<file path="src/design/gfba_pkg.sv">
// shared widths, codes and controller/datapath interface types for the free-block allocator
package gfba_pkg;

	// fixed field widths
	localparam int BLK_W = 10;
	localparam int CNT_W = 11;
	localparam int OP_W  = 2;
	localparam int ST_W  = 2;

	// parameter defaults
	localparam int NUM_BLOCKS_DEF = 1024;
	localparam int GROUP_SIZE_DEF = 64;

	// total_blocks after reset
	localparam logic [CNT_W-1:0] TOTAL_RESET = CNT_W'(1024);

	// operation codes
	localparam logic [OP_W-1:0] OP_ALLOC  = 2'd0;
	localparam logic [OP_W-1:0] OP_FREE   = 2'd1;
	localparam logic [OP_W-1:0] OP_FORMAT = 2'd2;

	// status codes
	localparam logic [ST_W-1:0] ST_OK       = 2'd0;
	localparam logic [ST_W-1:0] ST_NOFREE   = 2'd1;
	localparam logic [ST_W-1:0] ST_OVERFLOW = 2'd2;

	// commands from controller to datapath
	typedef struct packed {
		logic            latch;       // capture block number, clear result
		logic            set_status;
		logic [ST_W-1:0] status_code;
		logic            pop;         // read top of stack, decrement counts
		logic            take;        // capture popped block as granted
		logic            load_base;   // compute group base, clear copy index
		logic            base_src_granted;
		logic            refill_step; // group store -> stack, one entry
		logic            spill_step;  // stack -> group store, one entry
		logic            set_full;
		logic            clr_sc;
		logic            push;
		logic            fmt_mode;
		logic            fmt_init;
		logic            fc_load;
	} cmd_t;

	// status from datapath to controller
	typedef struct packed {
		logic fc_zero;
		logic sc_zero;
		logic sc_full;
		logic fc_ge_eff;
		logic cnt_zero;
		logic k_last;
	} sts_t;

endpackage

</file>
<file path="src/design/gfba_ctrl.sv">
// allocator controller: sequences allocate, free, spill, refill and format
module gfba_ctrl import gfba_pkg::*; (
	input  logic            clk,
	input  logic            arst_n,
	input  logic            start,
	input  logic [OP_W-1:0] op,
	output logic            busy,
	output logic            done,
	output cmd_t            cmd,
	input  sts_t            sts
);

	typedef enum logic [3:0] {
		S_IDLE,
		S_DISPATCH,
		S_TAKE,
		S_REFILL,
		S_REFILL_END,
		S_SPILL,
		S_SPILL_END,
		S_PUSH,
		S_FMT,
		S_RESP
	} state_t;

	state_t          state_q;
	state_t          state_nxt;
	logic [OP_W-1:0] op_q;

	// next state and datapath commands
	always_comb begin
		state_nxt    = state_q;
		cmd          = '0;
		cmd.fmt_mode = (op_q == OP_FORMAT);
		case (state_q)
			S_IDLE: begin
				if (start) begin
					cmd.latch = 1'b1;
					state_nxt = S_DISPATCH;
				end
			end
			S_DISPATCH: begin
				case (op_q)
					OP_ALLOC: begin
						if (sts.fc_zero || sts.sc_zero) begin
							cmd.set_status  = 1'b1;
							cmd.status_code = ST_NOFREE;
							state_nxt       = S_RESP;
						end else begin
							cmd.pop   = 1'b1;
							state_nxt = S_TAKE;
						end
					end
					OP_FREE: begin
						if (sts.fc_ge_eff) begin
							cmd.set_status  = 1'b1;
							cmd.status_code = ST_OVERFLOW;
							state_nxt       = S_RESP;
						end else if (sts.sc_full) begin
							cmd.load_base = 1'b1;
							state_nxt     = S_SPILL;
						end else begin
							cmd.push  = 1'b1;
							state_nxt = S_RESP;
						end
					end
					OP_FORMAT: begin
						cmd.fmt_init = 1'b1;
						state_nxt    = S_FMT;
					end
					default: begin
						state_nxt = S_RESP;
					end
				endcase
			end
			// popped word is on the stack read port
			S_TAKE: begin
				cmd.take = 1'b1;
				if (sts.sc_zero && !sts.fc_zero) begin
					cmd.load_base        = 1'b1;
					cmd.base_src_granted = 1'b1;
					state_nxt            = S_REFILL;
				end else begin
					state_nxt = S_RESP;
				end
			end
			S_REFILL: begin
				cmd.refill_step = 1'b1;
				if (sts.k_last) begin
					state_nxt = S_REFILL_END;
				end
			end
			S_REFILL_END: begin
				cmd.set_full = 1'b1;
				state_nxt    = S_RESP;
			end
			S_SPILL: begin
				cmd.spill_step = 1'b1;
				if (sts.k_last) begin
					state_nxt = S_SPILL_END;
				end
			end
			S_SPILL_END: begin
				cmd.clr_sc = 1'b1;
				state_nxt  = S_PUSH;
			end
			S_PUSH: begin
				cmd.push  = 1'b1;
				state_nxt = (op_q == OP_FORMAT) ? S_FMT : S_RESP;
			end
			// format: push blocks from the top down, spilling full groups
			S_FMT: begin
				if (sts.cnt_zero) begin
					cmd.fc_load = 1'b1;
					state_nxt   = S_RESP;
				end else if (sts.sc_full) begin
					cmd.load_base = 1'b1;
					state_nxt     = S_SPILL;
				end else begin
					cmd.push = 1'b1;
				end
			end
			S_RESP: begin
				state_nxt = S_IDLE;
			end
			default: begin
				state_nxt = S_IDLE;
			end
		endcase
	end

	// state and captured opcode
	always_ff @(posedge clk or negedge arst_n) begin
		if (!arst_n) begin
			state_q <= S_IDLE;
			op_q    <= OP_ALLOC;
		end else begin
			state_q <= state_nxt;
			if (state_q == S_IDLE && start) begin
				op_q <= op;
			end
		end
	end

	assign busy = (state_q != S_IDLE);
	assign done = (state_q == S_RESP);

endmodule

</file>
<file path="config.mk">
export PLATFORM = sky130hd
export DESIGN_NAME = gfba_ctrl
export DESIGN_NICKNAME = d
export VERILOG_FILES = /design/src/design/gfba_pkg.sv /design/src/design/gfba_ctrl.sv
export SDC_FILE = /design/constraint.sdc
export NUM_CORES = 1
export LEC_CHECK = 0
export ABC_AREA = 1
export BUFFER_PORTS_ARGS = -buffer_cell sky130_fd_sc_hd__buf_2
export CORE_AREA = 2 2 39 41
export CTS_CLUSTER_DIAMETER = 200
export CTS_CLUSTER_SIZE = 10
export DETAILED_ROUTE_END_ITERATION = 7
export DIE_AREA = 0 0 41 43
export PLACE_DENSITY = 0.81
export SLEW_MARGIN = 20
export SYNTH_ARGS = -nofsm -noshare
export SYNTH_HDL_FRONTEND = slang
export SYNTH_SLANG_ARGS = --single-unit
</file>
<file path="constraint.sdc">
create_clock -name clk -period 2.4 [get_ports clk]
set_clock_uncertainty 0.1 [all_clocks]
set_input_delay 0.24 -clock clk [delete_from_list [all_inputs] [get_ports clk]]
set_output_delay 0.24 -clock clk [all_outputs]
set_load 0.03 [all_outputs]
</file>
==> flow_summary.json, run 1 <==
{
  "routed_via_density": 4.91,
  "core_area_um2": 1380,
  "clkSlewWorstSetupHoldPaths_ps": 50,
  "htreeDepth": 1,
  "antenna_found_initial": 0,
  "nets": 150,
  "die_width_um": 41,
  "syn2layout_area_growth_pct": 32.1,
  "max_stage_delay_ps": 440,
  "cp-end-kind": "output port",
  "cp.arrival_ps": 1580,
  "netlist_instances": 105,
  "grt_pass1_vias": 688,
  "grt.overflow.total": 0,
  "p_int_uw": 394,
  "clk_latency_ps": 250,
  "worstHoldPathType": "input pin to flop",
  "final_hold_viol_count": 0,
  "most-common-layout-cells": "nand2_1, buf_2, inv_1",
  "port_buffers": 28,
  "combPwrFrac_pct": 69.5,
  "syn_area_um2": 601,
  "netSwitchingFraction_pct": 58.9,
  "gp_routability_congestion": 0.841,
  "drcViolationCount": 0,
  "grt_usage_pct": 21.2,
  "first_iter_violations": 20,
  "num_vias": 751,
  "p_per_area_nw_per_um2": 1210,
  "dieArea_um2": 1760,
  "fmax_mhz": 520,
  "cts.sinks": 6,
  "root_buffer": "clkbuf_4",
  "slew_headroom_pct": 84.8,
  "rows": 14,
  "grt_max_degree": 8,
  "num_antenna_cells": 0,
  "rsz0062_at_grt": "false",
  "first_pass_iters": 4,
  "post_cts_buffers": 0,
  "synth_area_per_cell_um2": 5.72,
  "fp.dieH_um": 43,
  "fill_cells": 145,
  "synth.area.top_cells": "dfrtp_1, nand2_1, inv_1",
  "cts_tree": "built",
  "startpoint_type": "flop",
  "ys_types": 16,
  "report.final.slew_viol_count": 0,
  "cts_resized": 0,
  "final_common_cell": "nand2_1",
  "place.detailed.hpwl_um": 1260,
  "pwr-share-seq_pct": 20.5,
  "drive_above_1_share_pct": 35.0,
  "path_cells": "nor2_2 > nand2_1 > nor2_1 > a21oi_1 > o21ai_1 > buf_2",
  "dp_slack_ps": 756,
  "clockBufferDepth": 2,
  "final_antenna_net_count": 0,
  "tightest_slew_ps": 228,
  "yosysSeqAreaShare_pct": 25.0,
  "drv_cap": 0,
  "p_sw_uw": 565,
  "power.share.clock_pct": 10.0,
  "ys_warn_count": 0,
  "cp_max_fo": 6,
  "finalWorstSetupSlack_ps": 475,
  "placed_area_um2": 761,
  "ys_seq_elements": 6,
  "fin_cells": 153,
  "fin_area_um2": 793,
  "synth_top_area_cell": "dfrtp_1",
  "criticalPathCategory": "flop to output port",
  "cpMaxStageDelayCell": "dfrtp_1",
  "finalCriticalPeriod_ps": 1920,
  "synth_nets": 116,
  "period_share_pct": 80.2,
  "dp_cells": 149,
  "status": "finished, final reports clean",
  "synth_top_area_share_pct": 25.0,
  "io_pins": 29,
  "irDropWorstVdd_mv": 0.741,
  "required_ps": 2060,
  "grt_pass1_wl_um": 2570,
  "p_leak_nw": 0.521,
  "routed_wl_um": 1520,
  "cts_buffers": 3,
  "avgRoutedWirePerCell_um": 9.95,
  "start_util_pct": 43.4,
  "finalSetupTns_ps": 0,
  "setup_viol": 0
}
[cells by family (layout without fill, tap and decap cells)]
group,Yosys count,count (layout),synth area share (%)
compound gates,9,9,7.50
flops,6,6,25.0
buf+inv,22,54,13.7
simple gates,68,68,53.7
[critical path: cells and delay by family, from the launching register on]
| family | cells | cell delay (ps) |
|---|---|---|
| buf+inv | 1 | 210 |
| compound gates | 2 | 200 |
| simple gates | 3 | 500 |
| flops | 1 | 440 |
[repair_timing]
item | 4_1_cts | 5_1_grt
hold endpoints to repair | 6 | 0
hold buffers | 1 | 0
endpoints found under the setup margin | 0 | 0
[per-stage QoR]
stage / total power, mW / hold slack (ps) / util [%]
after CTS: 0.963 / 103 / 57.3
after floorplan: 0.704 / -156 / -
after global routing: 1.05 / 131 / 57.3
after global placement: 0.851 / -31.0 / 55.0
final: 0.959 / 102 / 57.3
after detailed placement: 0.861 / -28.7 / 55.0
[area by class of cell]
cell class	instances	area, µm²	area share, %
Multi-Input combinational cell	77	368	46.4
Sequential cell	6	150	18.9
Timing Repair Buffer	29	150	18.9
Inverter	22	82.6	10.4
Clock buffer	3	22.5	2.84
Tap cell	16	20.0	2.52
[power by group through the flow]
| stage | clock [mW] | combinational, mW | sequential (mW) |
|---|---|---|---|
| floorplan | 0 | 0.515 | 0.190 |
| global placement | 0 | 0.654 | 0.197 |
| detailed placement | 0 | 0.662 | 0.199 |
| CTS | 0.0975 | 0.668 | 0.197 |
| global route | 0.105 | 0.737 | 0.204 |
| finish | 0.0961 | 0.666 | 0.197 |
[path summary, 6_finish.rpt]
check	from	cells after the start	slack (ps)	endpoint
worst max-delay path	state_q[1]$_DFFE_PN0P_	6	480	cmd[9]
worst min-delay path	op[1]	3	100	op_q[1]$_DFFE_PN0P_
worst max register to register	state_q[2]$_DFFE_PN0P_	8	1040	state_q[2]$_DFFE_PN0P_
worst min register to register	op_q[0]$_DFFE_PN0P_	2	530	op_q[0]$_DFFE_PN0P_
max in group asynchronous	arst_n	2	1800	state_q[0]$_DFFE_PN0P_
min in group asynchronous	arst_n	2	260	op_q[0]$_DFFE_PN0P_
[synthesized netlist by cell type (all sizes together)]
| library cell | number |
|---|---|
| nor2 | 21 |
| a21oi | 3 |
| nand4 | 3 |
| nor3 | 3 |
| inv | 22 |
| o21ai | 6 |
| nand3b | 1 |
| nand3 | 6 |
| dfrtp | 6 |
| nand2 | 34 |
[per-layer routing]
metal	global-route usage, %	part of all wire [%]
met5	0	0
met4	4.67	0.66
met3	8.38	6.0
met2	34.7	52
met1	25.0	41
[state kept, by name, indices dropped and copies added, names as in the netlist]
signal   cells
op_q         2
state_q      4
(Power assumes the default switching activity.)
==> inputs of run 2 (changes only) <==
- CORE_AREA: 2 2 39 41 -> 2 2 40 42
- DIE_AREA: 0 0 41 43 -> 0 0 42 44
- PLACE_DENSITY: 0.81 -> 0.78
- clock period: 2.4 -> 1.9 ns (I/O delays scaled with it)
==> run 2 against run 1 <==
Net effect: design area up 2.5%; cell count is 0.65% higher; die area up 4.8%; sequential power is 32% higher; sequential share of layout area shrank 0.47 points; highest routed layer is now met3; non-clock buffer count is 1 higher; total power increased by 30%; first-iteration DRC count shrank 60%.
==> flow_summary.json, run 2 (same netlist as run 1, synthesis figures left out) <==
{
  "status": "finished, final reports clean",
  "core_area_um2": 1420,
  "cp.arrival_ps": 1510,
  "dieArea_um2": 1850,
  "min_delay_worst_endpoint": "op_q[0]$_DFFE_PN0P_",
  "cts_tree": "built",
  "routed_via_density": 4.81,
  "rows": 14,
  "htreeDepth": 1,
  "antenna_found_initial": 0,
  "p_per_area_nw_per_um2": 1530,
  "cp-end-kind": "output port",
  "r2r_cells": 9,
  "setup_viol": 0,
  "slew_headroom_pct": 83.3,
  "port_buffers": 28,
  "dp_slack_ps": 315,
  "final_antenna_net_count": 0,
  "holdPathStages": 3,
  "reg_top3": "state_q: 4 flops, op_q: 2 flops",
  "fin_area_um2": 813,
  "syn2layout_area_growth_pct": 35.4,
  "clkSlewWorstSetupHoldPaths_ps": 40,
  "routed_wl_um": 1520,
  "power.total_mw": 1.24,
  "criticalPathCategory": "flop to output port",
  "io_pins": 29,
  "cts_buffers": 3,
  "drv_cap": 0,
  "cp_top_family": "flip-flops",
  "finalWorstSetupSlack_ps": 96.2,
  "grt_usage_pct": 18.2,
  "tightest_slew_ps": 251,
  "grt_max_degree": 8,
  "cp_num_buf_inv": 1,
  "max_stage_delay_ps": 460,
  "cts.sinks": 6,
  "gp_routability_congestion": 0.862,
  "final_util_pct": 57.3,
  "path_cells": "nor2_4 > nand2_1 > nor2_1 > a21oi_1 > o21ai_1 > clkbuf_4",
  "grt_pass1_vias": 663,
  "grt_pass1_wl_um": 2540,
  "required_ps": 1610,
  "rr_endpoint": "state_q[1]$_DFFE_PN0P_",
  "irDropWorstVdd_mv": 0.839,
  "startpoint_type": "flop",
  "cp.depth": 6,
  "start_util_pct": 42.3,
  "placed_area_um2": 761,
  "drive_above_1_share_pct": 35.5,
  "hold_start": "op[0]",
  "finalCriticalPeriod_ps": 1800,
  "r2r_start": "state_q[3]$_DFFE_PN0P_",
  "nets": 151,
  "top_register": "state_q",
  "first_pass_iters": 4,
  "die_width_um": 42,
  "clockBufferDepth": 2,
  "place.detailed.hpwl_um": 1290,
  "cpMaxStageDelayCell": "dfrtp_1",
  "largest_reg_flops": 4,
  "p_leak_nw": 0.528,
  "root_buffer": "clkbuf_4",
  "rrSetupSlack_ps": 490,
  "most-common-layout-cells": "nand2_1, buf_2, inv_1",
  "grt.overflow.total": 0,
  "report.final.slew_viol_count": 0,
  "fmax_mhz": 554,
  "cp_max_fo": 6,
  "clk_latency_ps": 250,
  "num_antenna_cells": 0,
  "final_common_cell": "nand2_1",
  "worstHoldPathType": "input pin to flop",
  "fp.dieH_um": 44,
  "finalSetupTns_ps": 0,
  "period_share_pct": 94.9,
  "first_iter_violations": 8,
  "num_vias": 740,
  "final_hold_viol_count": 0,
  "drcViolationCount": 0,
  "avgRoutedWirePerCell_um": 9.86
}
==> run 2: final cells by class <==
type,instances,area (µm²)
clock buffer,3,22.5
fill,154,606
inverter,22,82.6
multi-input combinational,77,378
sequential,6,150
tap,16,20.0
timing repair buffer,30,160
==> run 2: worst max-delay path by stage <==
stage                                start     end  slack, ps
finish              state_q[1]$_DFFE_PN0P_  cmd[3]        100
global route        state_q[3]$_DFFE_PN0P_  cmd[3]         -9
CTS                 state_q[1]$_DFFE_PN0P_  cmd[3]         40
detailed placement  state_q[1]$_DFFE_PN0P_  cmd[3]        320
global placement    state_q[1]$_DFFE_PN0P_  cmd[9]        350
floorplan           state_q[1]$_DFFE_PN0P_  cmd[3]        270
==> run 2: where the power goes <==
group / internal [mW] / switching [mW] / leakage, nW
clock network: 0.0716 / 0.0483 / 0.0138
registers: 0.185 / 0.0766 / 0.0760
logic: 0.264 / 0.599 / 0.438
total: 0.520 / 0.724 / 0.528
==> run 2: stage by stage <==
step | hold WS, ps | std cells
after floorplan | -206 | 105
after global placement | -80.8 | 149
after detailed placement | -80.6 | 149
after CTS | 43.0 | 153
after global routing | 57.1 | 154
final | 53.6 | 154
==> run 2: timing repair <==
| action | CTS | global route |
|---|---|---|
| setup endpoints to repair | 0 | 2 |
| buffers inserted | 0 | 1 |
| hold endpoints to repair | 6 | 0 |
| gates resized for setup | 0 | 3 |
| hold buffers | 1 | 0 |
==> run 2: metal layers <==
| metal | up-vias | GRT usage (%) | share of wire, % |
|---|---|---|---|
| met5 | - | 0 | 0 |
| met4 | 0 | 5.81 | 0 |
| met3 | 0 | 5.00 | 5.2 |
| met2 | 24 | 33.4 | 52 |
| met1 | 326 | 20.4 | 43 |
| li1 | 390 | - | - |
==> run 2: tightest hold or removal path: stages <==
cell	delay (ps)
buf_2	70
nand2_1	40
o21ai_1	60
